===== config.mk =====
export PLATFORM = sky130hd
export DESIGN_NAME = formant_biquad_bank_top
export DESIGN_NICKNAME = d
export VERILOG_FILES = /design/src/rtl/core/fbb_pkg.sv /design/src/rtl/core/fbb_mac.sv /design/src/rtl/core/fbb_scale.sv /design/src/rtl/core/formant_biquad_bank_top.sv
export SDC_FILE = /design/constraint.sdc
export NUM_CORES = 2
export LEC_CHECK = 0
export BUFFER_PORTS_ARGS = -buffer_cell sky130_fd_sc_hd__buf_4
export CAP_MARGIN = 20
export CORE_MARGIN = 10
export CORE_UTILIZATION = 50
export DETAILED_ROUTE_END_ITERATION = 8
export GPL_TIMING_DRIVEN = 1
export HOLD_SLACK_MARGIN = 0.15
export PLACE_DENSITY_LB_ADDON = 0.05
export SYNTH_ARGS = -nofsm -noshare
export SYNTH_HDL_FRONTEND = slang
export SYNTH_SLANG_ARGS = --single-unit

===== constraint.sdc =====
create_clock -name clk -period 15.98 [get_ports clk]
set_clock_uncertainty 0.2 [all_clocks]
set_input_delay 2.397 -clock clk [delete_from_list [all_inputs] [get_ports clk]]
set_output_delay 2.397 -clock clk [all_outputs]
set_load 0.01 [all_outputs]

===== src/rtl/core/fbb_pkg.sv =====
// Shared types and constants for the formant biquad bank.
`timescale 1ns / 1ps
package fbb_pkg;

  localparam int SCALE_BITS    = 16;
  localparam int SCALE_FRAC    = 15;
  localparam int COUNT_BITS    = 3;
  localparam int FILTER_GUARD  = 8;
  localparam int CFG_IDX_BITS  = 3;
  localparam int NUM_COEF_REGS = 5;

  typedef logic [CFG_IDX_BITS-1:0] cfg_idx_t;

  localparam cfg_idx_t REG_COEF_A   = 3'd0;
  localparam cfg_idx_t REG_FORMANTS = 3'd5;
  localparam cfg_idx_t REG_SCALE    = 3'd6;

  localparam logic [COUNT_BITS-1:0] FORMANTS_RESET = 3'd5;
  localparam logic [SCALE_BITS-1:0] SCALE_RESET    = 16'd14654;

  typedef enum logic [2:0] {
    ST_IDLE,
    ST_FILT_GO,
    ST_FILT_WAIT,
    ST_SCALE_GO,
    ST_SCALE_WAIT,
    ST_OUT
  } fbb_state_t;

endpackage


===== src/rtl/core/fbb_mac.sv =====
// Bit-serial biquad multiply-accumulate with rounding and saturation.
`timescale 1ns / 1ps
module fbb_mac #(
  parameter int SAMPLE_BITS = 16,
  parameter int COEF_BITS   = 18
) (
  input  logic                                                clk,
  input  logic                                                rst,
  input  logic                                                start,
  input  logic signed [COEF_BITS-1:0]                         b0,
  input  logic signed [COEF_BITS-1:0]                         a1,
  input  logic signed [COEF_BITS-1:0]                         a2,
  input  logic signed [SAMPLE_BITS:0]                         diff,
  input  logic signed [SAMPLE_BITS+fbb_pkg::FILTER_GUARD-1:0] y1,
  input  logic signed [SAMPLE_BITS+fbb_pkg::FILTER_GUARD-1:0] y2,
  output logic                                                done,
  output logic signed [SAMPLE_BITS+fbb_pkg::FILTER_GUARD-1:0] y
);
  import fbb_pkg::*;

  localparam int FILTER_BITS = SAMPLE_BITS + FILTER_GUARD;
  localparam int COEF_FRAC   = COEF_BITS - 2;
  localparam int TERM_W      = FILTER_BITS + 3;
  localparam int ACC_W       = FILTER_BITS + COEF_BITS + 2;
  localparam int SH_W        = ACC_W + 1 - COEF_FRAC;
  localparam int CNT_W       = $clog2(COEF_BITS + 1);
  localparam logic signed [SH_W-1:0] Y_MAX = SH_W'((64'sd1 <<< (FILTER_BITS - 1)) - 64'sd1);
  localparam logic signed [SH_W-1:0] Y_MIN = SH_W'(-(64'sd1 <<< (FILTER_BITS - 1)));

  logic [COEF_BITS-1:0]          b0_sh, a1_sh, a2_sh;
  logic signed [SAMPLE_BITS:0]   d_reg;
  logic signed [FILTER_BITS-1:0] y1_reg, y2_reg;
  logic signed [ACC_W-1:0]       acc, acc_next;
  logic [CNT_W-1:0]              cnt;
  logic                          busy, rnd, first;
  logic signed [TERM_W-1:0]      term_b, term_1, term_2, term;
  logic signed [ACC_W:0]         rsum;
  logic signed [SH_W-1:0]        shifted;
  logic signed [FILTER_BITS-1:0] y_sat;

  // Horner over coefficient bits, MSB first; the MSB carries negative weight
  always_comb begin
    first   = (cnt == CNT_W'(COEF_BITS));
    term_b  = b0_sh[COEF_BITS-1] ? TERM_W'(d_reg) : '0;
    term_1  = a1_sh[COEF_BITS-1] ? TERM_W'(y1_reg) : '0;
    term_2  = a2_sh[COEF_BITS-1] ? TERM_W'(y2_reg) : '0;
    term    = first ? (term_1 + term_2 - term_b) : (term_b - term_1 - term_2);
    acc_next = (acc <<< 1) + ACC_W'(term);
    rsum    = (ACC_W+1)'(acc) + (ACC_W+1)'(1 <<< (COEF_FRAC - 1));
    shifted = SH_W'(rsum >>> COEF_FRAC);
    if (shifted > Y_MAX) begin
      y_sat = FILTER_BITS'(Y_MAX);
    end else if (shifted < Y_MIN) begin
      y_sat = FILTER_BITS'(Y_MIN);
    end else begin
      y_sat = FILTER_BITS'(shifted);
    end
  end

  always_ff @(posedge clk) begin
    if (rst) begin
      busy <= 1'b0;
      rnd  <= 1'b0;
      done <= 1'b0;
      cnt  <= '0;
    end else begin
      done <= 1'b0;
      if (start) begin
        busy   <= 1'b1;
        cnt    <= CNT_W'(COEF_BITS);
        acc    <= '0;
        b0_sh  <= b0;
        a1_sh  <= a1;
        a2_sh  <= a2;
        d_reg  <= diff;
        y1_reg <= y1;
        y2_reg <= y2;
      end else if (busy) begin
        acc   <= acc_next;
        b0_sh <= b0_sh << 1;
        a1_sh <= a1_sh << 1;
        a2_sh <= a2_sh << 1;
        cnt   <= cnt - 1'b1;
        if (cnt == CNT_W'(1)) begin
          busy <= 1'b0;
          rnd  <= 1'b1;
        end
      end else if (rnd) begin
        rnd  <= 1'b0;
        done <= 1'b1;
        y    <= y_sat;
      end
    end
  end

endmodule


===== src/rtl/core/fbb_scale.sv =====
// Bit-serial output scaler: sum times unsigned Q1.15 gain, round, saturate.
`timescale 1ns / 1ps
module fbb_scale #(
  parameter int SAMPLE_BITS = 16,
  parameter int SUM_BITS    = 27
) (
  input  logic                                clk,
  input  logic                                rst,
  input  logic                                start,
  input  logic signed [SUM_BITS-1:0]          sum,
  input  logic [fbb_pkg::SCALE_BITS-1:0]      scale,
  output logic                                done,
  output logic signed [SAMPLE_BITS-1:0]       result
);
  import fbb_pkg::*;

  localparam int P_W   = SUM_BITS + SCALE_BITS + 1;
  localparam int SH_W  = P_W + 1 - SCALE_FRAC;
  localparam int CNT_W = $clog2(SCALE_BITS + 1);
  localparam logic signed [SH_W-1:0] S_MAX = SH_W'((64'sd1 <<< (SAMPLE_BITS - 1)) - 64'sd1);
  localparam logic signed [SH_W-1:0] S_MIN = SH_W'(-(64'sd1 <<< (SAMPLE_BITS - 1)));

  logic [SCALE_BITS-1:0]        sc_sh;
  logic signed [SUM_BITS-1:0]   sum_reg;
  logic signed [P_W-1:0]        prod, prod_next;
  logic [CNT_W-1:0]             cnt;
  logic                         busy, rnd;
  logic signed [P_W:0]          rprod;
  logic signed [SH_W-1:0]       shifted;
  logic signed [SAMPLE_BITS-1:0] res_sat;

  always_comb begin
    prod_next = (prod <<< 1) + (sc_sh[SCALE_BITS-1] ? P_W'(sum_reg) : '0);
    rprod     = (P_W+1)'(prod) + (P_W+1)'(1 <<< (SCALE_FRAC - 1));
    shifted   = SH_W'(rprod >>> SCALE_FRAC);
    if (shifted > S_MAX) begin
      res_sat = SAMPLE_BITS'(S_MAX);
    end else if (shifted < S_MIN) begin
      res_sat = SAMPLE_BITS'(S_MIN);
    end else begin
      res_sat = SAMPLE_BITS'(shifted);
    end
  end

  always_ff @(posedge clk) begin
    if (rst) begin
      busy <= 1'b0;
      rnd  <= 1'b0;
      done <= 1'b0;
      cnt  <= '0;
    end else begin
      done <= 1'b0;
      if (start) begin
        busy    <= 1'b1;
        cnt     <= CNT_W'(SCALE_BITS);
        prod    <= '0;
        sc_sh   <= scale;
        sum_reg <= sum;
      end else if (busy) begin
        prod  <= prod_next;
        sc_sh <= sc_sh << 1;
        cnt   <= cnt - 1'b1;
        if (cnt == CNT_W'(1)) begin
          busy <= 1'b0;
          rnd  <= 1'b1;
        end
      end else if (rnd) begin
        rnd    <= 1'b0;
        done   <= 1'b1;
        result <= res_sat;
      end
    end
  end

endmodule


===== src/rtl/core/formant_biquad_bank_top.sv =====
// Top level of the formant biquad bank: config registers, filter state, sequencer.
// Each request runs the bit-serial MAC once per formant in use, then the bit-serial scaler,
//   before the result goes to the output register.
// Only one request is in flight at a time; the bit-serial MAC and scaler set the pace.
// The next input is taken as soon as a result sits in the output register.
// Reset (synchronous, active high): coefficients and filter state cleared, count 5, scale 14654.
`timescale 1ns / 1ps
module formant_biquad_bank_top #(
  parameter int MAX_FORMANTS = 5,
  parameter int SAMPLE_BITS  = 16,
  parameter int COEF_BITS    = 18
) (
  input  logic                               clk,
  input  logic                               rst,
  input  logic                               cfg_write,
  input  logic [fbb_pkg::CFG_IDX_BITS-1:0]   cfg_index,
  input  logic [3*COEF_BITS-1:0]             cfg_data,
  input  logic                               in_valid,
  output logic                               in_ready,
  input  logic signed [SAMPLE_BITS-1:0]      in_sample,
  input  logic                               block_end,
  output logic                               out_valid,
  input  logic                               out_ready,
  output logic signed [SAMPLE_BITS-1:0]      out_sample,
  output logic                               out_block_end
);
  import fbb_pkg::*;

  localparam int FILTER_BITS = SAMPLE_BITS + FILTER_GUARD;
  localparam int SUM_BITS    = FILTER_BITS + $clog2(MAX_FORMANTS + 1);
  localparam int K_CNT_W     = $clog2(MAX_FORMANTS + 1);
  localparam int K_IDX_W     = (MAX_FORMANTS > 1) ? $clog2(MAX_FORMANTS) : 1;

  // Configuration registers. Formants without a register keep zero coefficients.
  logic [3*COEF_BITS-1:0]        coef [MAX_FORMANTS];
  logic [COUNT_BITS-1:0]         formants_in_use;
  logic [SCALE_BITS-1:0]         output_scale;

  // Shared input delay line and per-filter output history
  logic signed [SAMPLE_BITS-1:0] delay_one, delay_two;
  logic signed [FILTER_BITS-1:0] y1_mem [MAX_FORMANTS];
  logic signed [FILTER_BITS-1:0] y2_mem [MAX_FORMANTS];

  // Per-request working registers
  logic signed [SAMPLE_BITS:0]   diff;
  logic                          blk;
  logic signed [SUM_BITS-1:0]    sum;
  logic [K_CNT_W-1:0]            k, k_lim, k_lim_c;
  logic [K_IDX_W-1:0]            k_idx;

  fbb_state_t                    state, state_next;
  logic                          mac_start, mac_done, scale_start, scale_done, out_load;
  logic                          in_acc;
  logic signed [FILTER_BITS-1:0] mac_y;
  logic signed [SAMPLE_BITS-1:0] scale_y;
  logic [3*COEF_BITS-1:0]        cur_coef;

  assign in_acc   = in_valid && in_ready;
  assign k_idx    = k[K_IDX_W-1:0];
  assign cur_coef = coef[k_idx];

  // Count is clipped to the number of filters built
  assign k_lim_c = (32'(formants_in_use) > MAX_FORMANTS) ? K_CNT_W'(MAX_FORMANTS)
                                                         : K_CNT_W'(formants_in_use);

  // --- configuration port ---
  for (genvar j = 0; j < MAX_FORMANTS; j++) begin : g_coef
    always_ff @(posedge clk) begin
      if (rst) begin
        coef[j] <= '0;
      end else if (cfg_write && (j < NUM_COEF_REGS) &&
                   (cfg_index == REG_COEF_A + CFG_IDX_BITS'(j))) begin
        coef[j] <= cfg_data;
      end
    end
  end

  always_ff @(posedge clk) begin
    if (rst) begin
      formants_in_use <= FORMANTS_RESET;
      output_scale    <= SCALE_RESET;
    end else if (cfg_write) begin
      if (cfg_index == REG_FORMANTS) begin
        formants_in_use <= cfg_data[COUNT_BITS-1:0];
      end
      if (cfg_index == REG_SCALE) begin
        output_scale <= cfg_data[SCALE_BITS-1:0];
      end
    end
  end

  // --- sequencer ---
  always_ff @(posedge clk) begin
    if (rst) begin
      state <= ST_IDLE;
    end else begin
      state <= state_next;
    end
  end

  always_comb begin
    state_next  = state;
    in_ready    = 1'b0;
    mac_start   = 1'b0;
    scale_start = 1'b0;
    out_load    = 1'b0;
    case (state)
      ST_IDLE: begin
        in_ready = 1'b1;
        if (in_valid) begin
          // a count of zero skips straight to the scaler with a zero sum
          state_next = (k_lim_c == '0) ? ST_SCALE_GO : ST_FILT_GO;
        end
      end
      ST_FILT_GO: begin
        mac_start  = 1'b1;
        state_next = ST_FILT_WAIT;
      end
      ST_FILT_WAIT: begin
        if (mac_done) begin
          state_next = (k + 1'b1 == k_lim) ? ST_SCALE_GO : ST_FILT_GO;
        end
      end
      ST_SCALE_GO: begin
        scale_start = 1'b1;
        state_next  = ST_SCALE_WAIT;
      end
      ST_SCALE_WAIT: begin
        if (scale_done) begin
          state_next = ST_OUT;
        end
      end
      ST_OUT: begin
        // scaler holds its result until the output register has room
        if (!out_valid || out_ready) begin
          out_load   = 1'b1;
          state_next = ST_IDLE;
        end
      end
      default: begin
        state_next = ST_IDLE;
      end
    endcase
  end

  // --- input capture, delay line and filter history ---
  always_ff @(posedge clk) begin
    if (rst) begin
      delay_one <= '0;
      delay_two <= '0;
      k         <= '0;
      k_lim     <= '0;
      for (int i = 0; i < MAX_FORMANTS; i++) begin
        y1_mem[i] <= '0;
        y2_mem[i] <= '0;
      end
    end else begin
      if (in_acc) begin
        // b0*x - b0*x2 folds into b0*(x - x2)
        diff      <= (SAMPLE_BITS+1)'(in_sample) - (SAMPLE_BITS+1)'(delay_two);
        blk       <= block_end;
        delay_two <= delay_one;
        delay_one <= in_sample;
        sum       <= '0;
        k         <= '0;
        k_lim     <= k_lim_c;
      end else if (state == ST_FILT_WAIT && mac_done) begin
        y2_mem[k_idx] <= y1_mem[k_idx];
        y1_mem[k_idx] <= mac_y;
        sum           <= sum + SUM_BITS'(mac_y);
        k             <= k + 1'b1;
      end
    end
  end

  fbb_mac #(
    .SAMPLE_BITS (SAMPLE_BITS),
    .COEF_BITS   (COEF_BITS)
  ) u_mac (
    .clk   (clk),
    .rst   (rst),
    .start (mac_start),
    .b0    ($signed(cur_coef[COEF_BITS-1:0])),
    .a1    ($signed(cur_coef[2*COEF_BITS-1:COEF_BITS])),
    .a2    ($signed(cur_coef[3*COEF_BITS-1:2*COEF_BITS])),
    .diff  (diff),
    .y1    (y1_mem[k_idx]),
    .y2    (y2_mem[k_idx]),
    .done  (mac_done),
    .y     (mac_y)
  );

  fbb_scale #(
    .SAMPLE_BITS (SAMPLE_BITS),
    .SUM_BITS    (SUM_BITS)
  ) u_scale (
    .clk    (clk),
    .rst    (rst),
    .start  (scale_start),
    .sum    (sum),
    .scale  (output_scale),
    .done   (scale_done),
    .result (scale_y)
  );

  // --- output register ---
  always_ff @(posedge clk) begin
    if (rst) begin
      out_valid <= 1'b0;
    end else if (out_load) begin
      out_valid <= 1'b1;
    end else if (out_ready) begin
      out_valid <= 1'b0;
    end
  end

  always_ff @(posedge clk) begin
    if (out_load) begin
      out_sample    <= scale_y;
      out_block_end <= blk;
    end
  end

endmodule


* Word level (Yosys, flattened, before mapping) *
Memory sizes are Yosys's and may differ from the RTL's. A register that Yosys moved wholly into a read port is not among the register bits.
Cells that the tools add are included.

cells by class
  div/mod/pow operators = 0
  shift-type cells = 0
  bitwise gates (word level) = 10
  equal/unequal tests = 21
  multipliers = 0
  add/sub/neg operators = 13
  magnitude comparators = 5
  mux-type cells = 85
  reduce and logical (&&, ||, !) cells = 36

operator list
  cell                                                                     number
  54-bit 2-to-1 mux                                                        5
  27-bit 2-to-1 mux                                                        5
  44-bit 2-to-1 mux                                                        3
  18-bit 2-to-1 mux                                                        6
  27-bit subtractor                                                        3
  24-bit 2-to-1 mux                                                        3
  16-bit 2-to-1 mux                                                        3
  24-bit OR reduction                                                      2
  44-bit by 16-bit adder with 45-bit output (second input constant)        1
  44-bit by 17-bit adder with 45-bit output (second input constant)        1
  44-bit by 27-bit adder with 44-bit output                                1
  44-bit adder                                                             1
  1-bit 2-to-1 mux                                                         42
  3-bit 2-to-1 mux                                                         11
  30-bit by 16-bit > comparator with 1-bit output (second input constant)  1
  30-bit by 16-bit < comparator with 1-bit output (second input constant)  1
  29-bit by 24-bit > comparator with 1-bit output (second input constant)  1
  29-bit by 24-bit < comparator with 1-bit output (second input constant)  1
  27-bit by 24-bit adder with 27-bit output                                1
  27-bit adder                                                             1
  5-bit 2-to-1 mux                                                         4
  2-bit AND reduction                                                      10
  3-bit one-hot mux with 6 select lines                                    1
  16-bit by 16-bit subtractor with 17-bit output                           1
  other kinds (22)                                                         61

word-level totals
  latch bits = 0
  input bits = 79
  memory bits (writable) = 510
  memory bits (read-only) = 0
  register bits after elaboration = 405
  memories kept = 3

memory list
  name    depth  bits a word  read ports  clocked after memory_dff  write ports  RTL line                       text
  coef    5      54           1           1                         5            formant_biquad_bank_top.sv:35  logic [3*COEF_BITS-1:0] coef [MAX_FORMANTS];
  y1_mem  5      24           1           1                         5            formant_biquad_bank_top.sv:41  logic signed [FILTER_BITS-1:0] y1_mem [MAX_FORMANTS];
  y2_mem  5      24           1           1                         5            formant_biquad_bank_top.sv:42  logic signed [FILTER_BITS-1:0] y2_mem [MAX_FORMANTS];

* Depth between registers and ports, before layout *
  depth in word-level cells = 8
  mapped depth = 29
  mapped depth without buffers = 26

* Modules after synthesis *
Synthesis repeated with hierarchy kept, for this count alone.

unflattened totals
  cells, all modules = 4,363
  area, all modules = 55,962.4 µm²

by module, submodules not included
  module                   instances  cells an instance  seq. area each (µm²)  area an instance (µm²)
  formant_biquad_bank_top  1          2,306              22,781.8              34,556.9
  fbb_mac                  1          1,368              5,775.5               14,157.3
  fbb_scale                1          689                3,253.1               7,248.2

* Worst setup path after synthesis *
No wires, ideal clock.

  path type = input -> register
  start = input rst
  end = register u_mac.a1_sh[0] (enable)
  arrival = 6.878 ns
  setup time = 0.557 ns
  stages on the path = 3
  slack = 8.345 ns
  data required time = 15.223 ns
  path through = clkbuf_1 clkbuf_1 nor2_1

on the way
  longest elaborated chain between the ends = 2

ends and longest elaborated chain
  what                                  RTL line                       text
  from (decl)                           formant_biquad_bank_top.sv:14  input logic rst,
  1-bit inverter (no source line)       n/a
  2-bit AND reduction (no source line)  n/a
  to (signal assigned)                  fbb_mac.sv:81                  a1_sh <= a1_sh << 1;
  to (decl)                             fbb_mac.sv:30                  logic [COEF_BITS-1:0] b0_sh, a1_sh, a2_sh;

No other way between the ends.
A chain may end at the register's enable or synchronous reset.

* Final worst setup path *
  start = register u_mac.a1_sh[17]
  end = register u_mac.acc[41], data pin

on the way
  longest elaborated chain between the ends = 6

ends and longest elaborated chain
  what                                                      RTL line       text
  27-bit 2-to-1 mux *                                       fbb_mac.sv:45  term_1 = a1_sh[COEF_BITS-1] ? TERM_W'(y1_reg) : '0;
  27-bit subtractor / 27-bit adder (equally long branches)  fbb_mac.sv:47  term = first ? (term_1 + term_2 - term_b) : (term_b - term_1 - term_2);
  27-bit subtractor                                         fbb_mac.sv:47
  27-bit 2-to-1 mux *                                       fbb_mac.sv:47
  44-bit by 27-bit adder with 44-bit output *               fbb_mac.sv:48  acc_next = (acc <<< 1) + ACC_W'(term);
  44-bit 2-to-1 mux *                                       fbb_mac.sv:78  end else if (busy) begin
  to (signal assigned)                                      fbb_mac.sv:79  acc <= acc_next;
  to (decl)                                                 fbb_mac.sv:33  logic signed [ACC_W-1:0] acc, acc_next;

Every way passes the cells marked *; elsewhere a longest branch is shown, timed or not. The select of a mux whose other input is x is not followed.

==> summary.md <==
## Cells and area
- share of final-layout standard cells stronger than drive strength 1: 10.99%
- leading registers by flop count: coef x270, y1_mem x192, y2_mem x192
- Layout Utilization: 55.92%
- combined area of the multi-input logic cells: 21140 um2
- Syn-to-layout area delta: 10.91%
- max reg flops: 270
- count of filler cells inserted in the layout: 9067
- nets@finish: 4749
- antenna cells: 0
- register containing the most flip-flops in the final layout: coef
- fin area: 59950 um2
- area taken by flip-flops and latches: 31820 um2

## Critical path
- required arrival time at the worst endpoint: 16.22 ns
- capturing element type of the critical path: flop
- Worst Setup Path Type: reg -> reg
- maximum fanout encountered on the critical timing path: 24
- CP startpoint kind: flop
- arrival time worst endpoint: 6.85 ns

## Clock tree
- CTS tree: done
- clock tree root driver cell: clkbuf_16
- H-Tree Level Count: 3
- CTS clock-pin slew for the worst setup and hold paths: 0.06 ns
- deepest clock path buffer count: 3
- clock latency reported for the late side of the worst-skew pair: 0.72 ns
- Num Clock Sinks: 1086
- post-cts gate resize count: 0
- setup bufs post-CTS: 0
- hold_buf cts: 0
- number of clock buffers inserted by TritonCTS: 115

## Logic synthesis
- synthesized cell area: 54060 um2
- sequential area share after synthesis: 58.85%
- largest family of logic cells by synthesized area: simple AND/OR/NAND/NOR gates
- Avg Synthesized Cell Area: 12.34 um2
- Seq cells post-synth: 1086
- leading cell types by count after synthesis: edfxtp_1 (1006), nand2_1 (378), nor2_1 (365)
- cell type contributing the most total cell area after synthesis: edfxtp_1
- mux contribution to synthesized area: 5.789%
- library cells used by synthesis: 89
- leading cell type by number of instances after synthesis: edfxtp_1
- fraction of post-synthesis cell area in the top cell type by area: 55.89%
- number of enable flip-flop cells after synthesis: 1006
- number of warnings issued by yosys: 0
- syn nets: 4688
- XOR/XNOR share of the synthesized area: 3.791%
- fraction of the mapped netlist area in compound gates: 9.562%
- number of cells produced by synthesis: 4379
- Synth Area in Adders: 5.476%
- share of synthesized cell area in and, or, nand and nor gates: 14.18%
- most instantiated flip-flop cell in the synthesis netlist: edfxtp_1
- top cells by area in the synthesized netlist: edfxtp_1 (56%), ha_1 (5.1%), mux4_2 (4.2%)
- async set-reset flop share out of synthesis: 0%

## Pwr
- worst ir drop on vdd: 91.42 uV
- Final Total Pwr: 7.604 mW
- PD cells: 126.8 nW/um2
- total leakage power: 22.37 nW

## Route
- antenna violation net count after detailed routing: 0
- final wirelength: 132400 um
- overall via count from detail_route: 34289
- DRT Pass-1 Iters: 6
- routed vias/inst: 5.771
- DRC viols: 0
- DRT iter0 DRCs: 2569
- average routed wire per standard cell: 22.28 um

## Die
- Die H: 348.8 um
- Core ar.: 107200 um2
- overall die area: 121700 um2
- Placement Rows: 120
- I/O pin count: 98
- initial standard-cell utilization of the core: 50.42%
- Die Width: 348.8 um

## STA
- Max Fclk: 151.3 MHz
- number of endpoints failing setup at the final stage: 0
- Max Slew Vio Count: 0
- Final Worst Setup Slack: 9.372 ns
- Slew headroom: 26.20%
- Hold Fails Final Rpt: 0
- Period Utilization, post-route: 41.35%
- time the worst path needs with I/O delays and setup: 6.609 ns
- Setup TNS: 0 ns
- RSZ-0062 raised after global routing: no
- slew at the pin closest to its max-slew limit: 1.102 ns

## Global routing
- GR Layer Usage met2: 36.43%
- most utilized layer in the global route result: met2
- pin count of the biggest net entering global routing: 100
- vias in the first global route: 34476
- GRT Residual Overflow: 0
- met3 demand-to-capacity share in global routing: 3.147%
- met1 Use GR: 28.83%
- wire length of the first global-routing pass: 204900 um
- antenna violations before repair: 1
- GRT Util Overall: 21.57%

## Placement
- Placement Cell Area: 56320 um2
- DPL Wire Length: 83400 um
- final estimated routing congestion in global placement: 0.8388
- count of input and output buffers: 97
- Post-Place Setup Slack: 9.510 ns

## Outcome
- run status: complete, no violations

## Hold path
- worst hold path type: reg -> reg

## Job
- max-cap violations: 0

-- routing by layer --
| layer | part of all wire [%] | up-vias | wire (um) |
|---|---|---|---|
| li1 | - | 16306 | - |
| met1 | 44 | 16947 | 57940 |
| met2 | 49 | 841 | 64480 |
| met3 | 4.8 | 195 | 6411 |
| met4 | 2.7 | 0 | 3557 |
| met5 | 0 | - | 0 |
-- layout by cell type, fill, tap and decap left out, drive strengths merged, types with 7 or more instances in the layout --
| cell type | Yosys | final |
|---|---|---|
| o21ai | 179 | 179 |
| mux2i | 82 | 82 |
| inv | 132 | 138 |
| a21oi | 195 | 195 |
| dfxtp | 80 | 80 |
| a311oi | 7 | 7 |
| a21o | 104 | 104 |
| nand3 | 53 | 53 |
| o31ai | 14 | 14 |
| a22oi | 96 | 96 |
| a211o | 7 | 7 |
| a31oi | 21 | 21 |
| fa | 11 | 11 |
| o21a | 32 | 32 |
| nor4 | 12 | 12 |
| mux4 | 102 | 102 |
| edfxtp | 1006 | 1006 |
| nand2 | 378 | 378 |
| nor2b | 27 | 27 |
| nand4 | 53 | 53 |
| clkinv | 0 | 48 |
| xor2 | 124 | 124 |
| and3 | 141 | 141 |
| o211ai | 12 | 12 |
| or3 | 11 | 11 |
| nor2 | 365 | 365 |
| a31o | 9 | 9 |
| and2 | 335 | 335 |
| buf | 24 | 149 |
| clkbuf | 181 | 154 |
| nor3 | 61 | 61 |
| a211oi | 17 | 17 |
| o21bai | 42 | 42 |
| nand3b | 18 | 18 |
| xnor2 | 110 | 110 |
| ha | 219 | 219 |
| nor3b | 9 | 9 |
| nand2b | 32 | 32 |
| a41oi | 8 | 8 |
-- layout make-up --
class / instances / area share, %
sequential: 1086 / 53.08
multi-input combinational: 2956 / 35.26
clock buffer: 154 / 5.145
tap: 1403 / 2.928
timing repair buffer: 149 / 1.866
clock inverter: 62 / 0.8974
inverter: 132 / 0.8265
-- report_power, final --
group          leakage, nW  internal (mW)  switching [mW]
Clock                 1.77           1.45            1.12
Combinational         10.3          0.661           0.955
Sequential            10.3           3.33          0.0865
Total                 22.4           5.44            2.16
-- logic make-up (layout without fill, tap and decap cells) --
family          Yosys count  count (layout)
mux                     185             185
xor+xnor                234             234
fa+ha+maj               230             230
buf+inv                 337             497
compound gates          786             786
flops                  1086            1086
simple gates           1521            1521
-- per-stage QoR --
stage               hold WS [ns]  instances
floorplan                 0.2003       4379
global placement          0.2016       5725
detailed placement        0.2045       5725
CTS                       0.2170       5941
global route              0.2197       5942
finish                    0.2147       5942
-- worst paths after layout --
| check | start | depth (start not counted) | to | slack [ns] |
|---|---|---|---|---|
| worst min register to register | u_scale.result[0] | 0 | out_sample[0] | 0.21 |
| worst min-delay path | u_scale.result[0] | 0 | out_sample[0] | 0.21 |
| worst max register to register | u_mac.a1_sh[17] | 27 | u_mac.acc[41] | 9.37 |
| worst max-delay path | u_mac.a1_sh[17] | 27 | u_mac.acc[41] | 9.37 |
-- critical path, stage by stage, from the launching register on --
cell and delay [ns]:
edfxtp_1 0.34, buf_4 0.27, nand2_1 0.18, xor2_1 0.18, ha_1 0.18, a21o_1 0.19, ha_1 0.27, a31o_2 0.25
a21oi_1 0.26, o21ai_0 0.28, o21a_1 0.27, nand4_1 0.10, nand2_1 0.11, a311oi_1 0.49, o21bai_1 0.13, xnor2_1 0.15
a21oi_1 0.09, ha_1 0.28, a21o_1 0.19, a21o_1 0.17, a221o_1 0.33, a31o_2 0.27, a31oi_4 0.24, a21o_1 0.20
a311oi_2 0.16, a311oi_2 0.30, xor2_1 0.18, nor2_1 0.05
Power figures use the tool's default switching activity.
